**src/rtl/d8fa_ram.sv**
```systemverilog
// Generic single-port RAM: one write or read per cycle, registered read data.
// No dependencies.
`timescale 1ns / 1ps

module d8fa_ram #(
  parameter int unsigned Width = 8,
  parameter int unsigned Depth = 256,
  localparam int unsigned AddrW = (Depth > 1) ? $clog2(Depth) : 1
) (
  input  logic             clk_i,
  input  logic             we_i,
  input  logic             re_i,
  input  logic [AddrW-1:0] addr_i,
  input  logic [Width-1:0] wdata_i,
  output logic [Width-1:0] rdata_o
);

  logic [Width-1:0] mem_q [Depth];
  logic [Width-1:0] rdata_q;

  // Storage and read register
  always_ff @(posedge clk_i) begin
    if (we_i) begin
      mem_q[addr_i] <= wdata_i;
    end
    if (re_i) begin
      rdata_q <= mem_q[addr_i];
    end
  end

  assign rdata_o = rdata_q;

endmodule

```
**config.mk**
```make
export PLATFORM = sky130hd
export DESIGN_NAME = d8fa_ram
export DESIGN_NICKNAME = d
export VERILOG_FILES = /design/src/rtl/d8fa_ram.sv
export SDC_FILE = /design/constraint.sdc
export NUM_CORES = 2
export LEC_CHECK = 0
export CAP_MARGIN = 25
export CORE_UTILIZATION = 45
export DETAILED_ROUTE_END_ITERATION = 10
export DONT_BUFFER_PORTS = 1
export GPL_TIMING_DRIVEN = 0
export PLACE_DENSITY = 0.58
export SETUP_SLACK_MARGIN = 0.05
export SLEW_MARGIN = 20
export SYNTH_ARGS = -nofsm -noshare
export SYNTH_HDL_FRONTEND = slang
export SYNTH_SLANG_ARGS = --single-unit
```
**constraint.sdc**
```tcl
create_clock -name clk_i -period 7.18 [get_ports clk_i]
set_input_delay 1.436 -clock clk_i [delete_from_list [all_inputs] [get_ports clk_i]]
set_output_delay 1.436 -clock clk_i [all_outputs]
set_load 0.05 [all_outputs]
```
==> results.md <==
- Yosys cell types: 21
- Peak VDD IR: 0.2928 mV
- Clock-pin slew on the worst setup and hold paths: 60 ps
- Pins Over Slew Limit: 0
- Leading area contributor after synthesis: edfxtp_1
- WS Path Type: input pin to register
- Minimum clock period: 5537 ps
- Critical-path cell list: clkbuf_1, and2_1, buf_2, clkbuf_2, clkbuf_1, nand2_1, clkbuf_2, buf_12, nor2_1
- Buffer depth of the longest clock path: 3
- Hold slack: 692.4 ps
- Clk_lat worst skew: 850 ps
- CTS sink cnt: 2,056
- CTS Buf Count: 207
- Post-synthesis cell count: 3,547
- Pwr/cell area: 279.4 mW/mm²
- Status: finished, final reports clean
- Multi-input gate area: 0.01592 mm²
- Skew final: 45.64 ps
- Initial antenna violation count: 7
- Synth area leaders: edfxtp_1 (79%), mux4_2 (15%), a22oi_1 (2.4%), nor2_1 (1.1%), a21oi_1 (0.82%)
- Post-Route Utilization: 51.52%
- Root buffer cell: clkbuf_16
- F_max: 180.6 MHz
- Syn_nets: 3,566
- Register Area: 0.06174 mm²
- # hold bufs at CTS: 0
- Pre-antenna DRT Iters: 6
- Delay-heaviest family, CP: buffers and inverters
- Share of layout cells above drive strength 1: 24.43%
- Endpoints failing hold: 0
- CTS-repair resized insts: 0
- Worst Hold Launch: re_i
- Post-Route WL: 215.6 mm
- Filler cells: 13,470
- GR Overflow Total: 0
- Vias in the first global route: 38,200
- FF-to-FF Start: mem_q[239][5]
- Crit. End Element: register
- Vias: 38,810
- Syn Area/Cell: 22.15 µm²
- Netlist Area Pre-Place: 0.07857 mm²
- Layout net count: 3,805
- # rows: 152
- DR vias/cell: 6.184
- DRT iter0 DRCs: 5,149
- Critical-path top delay cell: clkbuf_1
- Final Wtd Congestion: 1.005
- WP data arrival: 6030 ps
- Die ar.: 0.1763 mm²
- Pleak: 26.78 nW
- Synth warnings: 0
- Top Ports: 27
- Die W: 419.9 µm
- Initial core utilization: 45.55%
- H-tree levels: 4
- Worst slew pin tran: 1150 ps
- MaxCap Viol Count: 0
- Dpl cell area: 0.08220 mm²
- Worst path required time: 7680 ps
- Global-route wire length before repair: 297.5 mm
- Core ar.: 0.1725 mm²
- Final period utilization: 77.11%
- CTS tree: yes
- Detail Placement HPWL: 135.9 mm
- RSZ-0062 raised after global routing: no
- Postcts setup bufs: 0
- Slew margin rel.: 23.34%
- Register bit count reported by yosys: 2,056
- Antenna Violating Nets Remaining: 0
- Startpoint types: input pin
- Slowest cell delay on critical path: 730 ps
- Register area share after synthesis: 78.58%
- Hold Path Class: input pin to register
- Crit. Startpoint: addr_i[3]
- Final Setup Violations: 0
- PortBufs: 0
- Worst Path Buf+Inv: 6
- Area delta synth->final: 13.11%
- Wire length per cell: 34.36 µm
- Share of the synthesized area in the top cell type: 78.58%
- Worst-path maximum fanout: 10
- Pin count of the biggest net entering global routing: 257
- Post-Layout Inst Area: 0.08888 mm²
- Residual DRC count: 0
- GRT Total Usage: 24.70%
- Height of the die: 419.9 µm
-- cell usage in the layout, fill, tap and decap left out, drive strengths merged, types with 3 or more instances in the layout --
master       n
and2         3
mux4       512
nor2b        7
inv          8
buf        116
edfxtp    2056
bufinv      16
o41ai       32
clkinvlp     7
nand4        8
nand3       13
nand2       28
a21oi      128
a22oi      256
nor3        30
nand2b       6
clkbuf     392
diode        8
nor2       232
clkinv     105
-- synth_stat cells --
cell and instances:
nand3_1 13, buf_6 16, buf_4 16, buf_1 19
nand2b_1 6, nor2_1 232, nor3_1 30, or2_2 2
nand2_1 28, clkbuf_1 145, a22oi_1 256, nand4_1 8
nor2b_1 7, edfxtp_1 2056, a21oi_1 128, inv_1 1
o41ai_1 32, mux4_2 512, and2_1 3, buf_2 36
or3_1 1
-- power breakdown --
group / total (mW) / internal, mW / switching [mW]
clock: 10.6 / 5.94 / 4.61
combinational: 1.01 / 0.370 / 0.642
sequential: 13.3 / 13.2 / 0.0242
total: 24.8 / 19.6 / 5.28
-- worst paths after layout --
kind,endpoint,slack (ps),cells past startpoint
min reg2reg,rdata_o[3],1300,5
min,rdata_o[3],690,0
max reg2reg,rdata_o[5],3780,5
max,mem_q[47][6],1640,9
-- routing by layer --
layer	global-route usage (%)	vias up	wire length, µm
met5	0	-	0
met4	9.205	0	7733
met3	5.409	337	20490
met2	36.97	2099	99410
met1	35.72	20780	87990
li1	-	15600	-
-- state kept, by name, summed over array words and instances (netlist names) --
name / flops
mem_q: 2048
rdata_o: 8
-- kinds of logic after synthesis --
logic type      count (synthesis)  share of synthesized area [%]
compound gates                416                          3.618
buf+inv                       233                          1.400
flops                        2056                          78.58
mux                           512                          14.68
simple gates                  330                          1.731
-- area by class of cell --
cell class                      count  area share [%]
Tap cell                         2310           3.252
Sequential cell                  2056           69.47
Buffer                            232           1.268
Inverter                            1        0.004223
Antenna cell                        8         0.02252
Timing Repair Buffer               30          0.6293
Clock buffer                      246           6.065
Clock inverter                    135           1.378
Multi-Input combinational cell   1258           17.91
-- per-stage QoR --
stage / total power, mW / TNS [ps] / std cells / worst slack, ps
after global placement: 14.49 / -93750 / 5857 / -418.5
after global routing: 25.41 / 0 / 6269 / 1766
final: 24.83 / 0 / 6276 / 1643
after detailed placement: 14.51 / 0 / 5883 / 638.3
after CTS: 24.94 / 0 / 6264 / 1504
after floorplan: 14.10 / 0 / 3547 / 3525
Power figures use the tool's default switching activity.
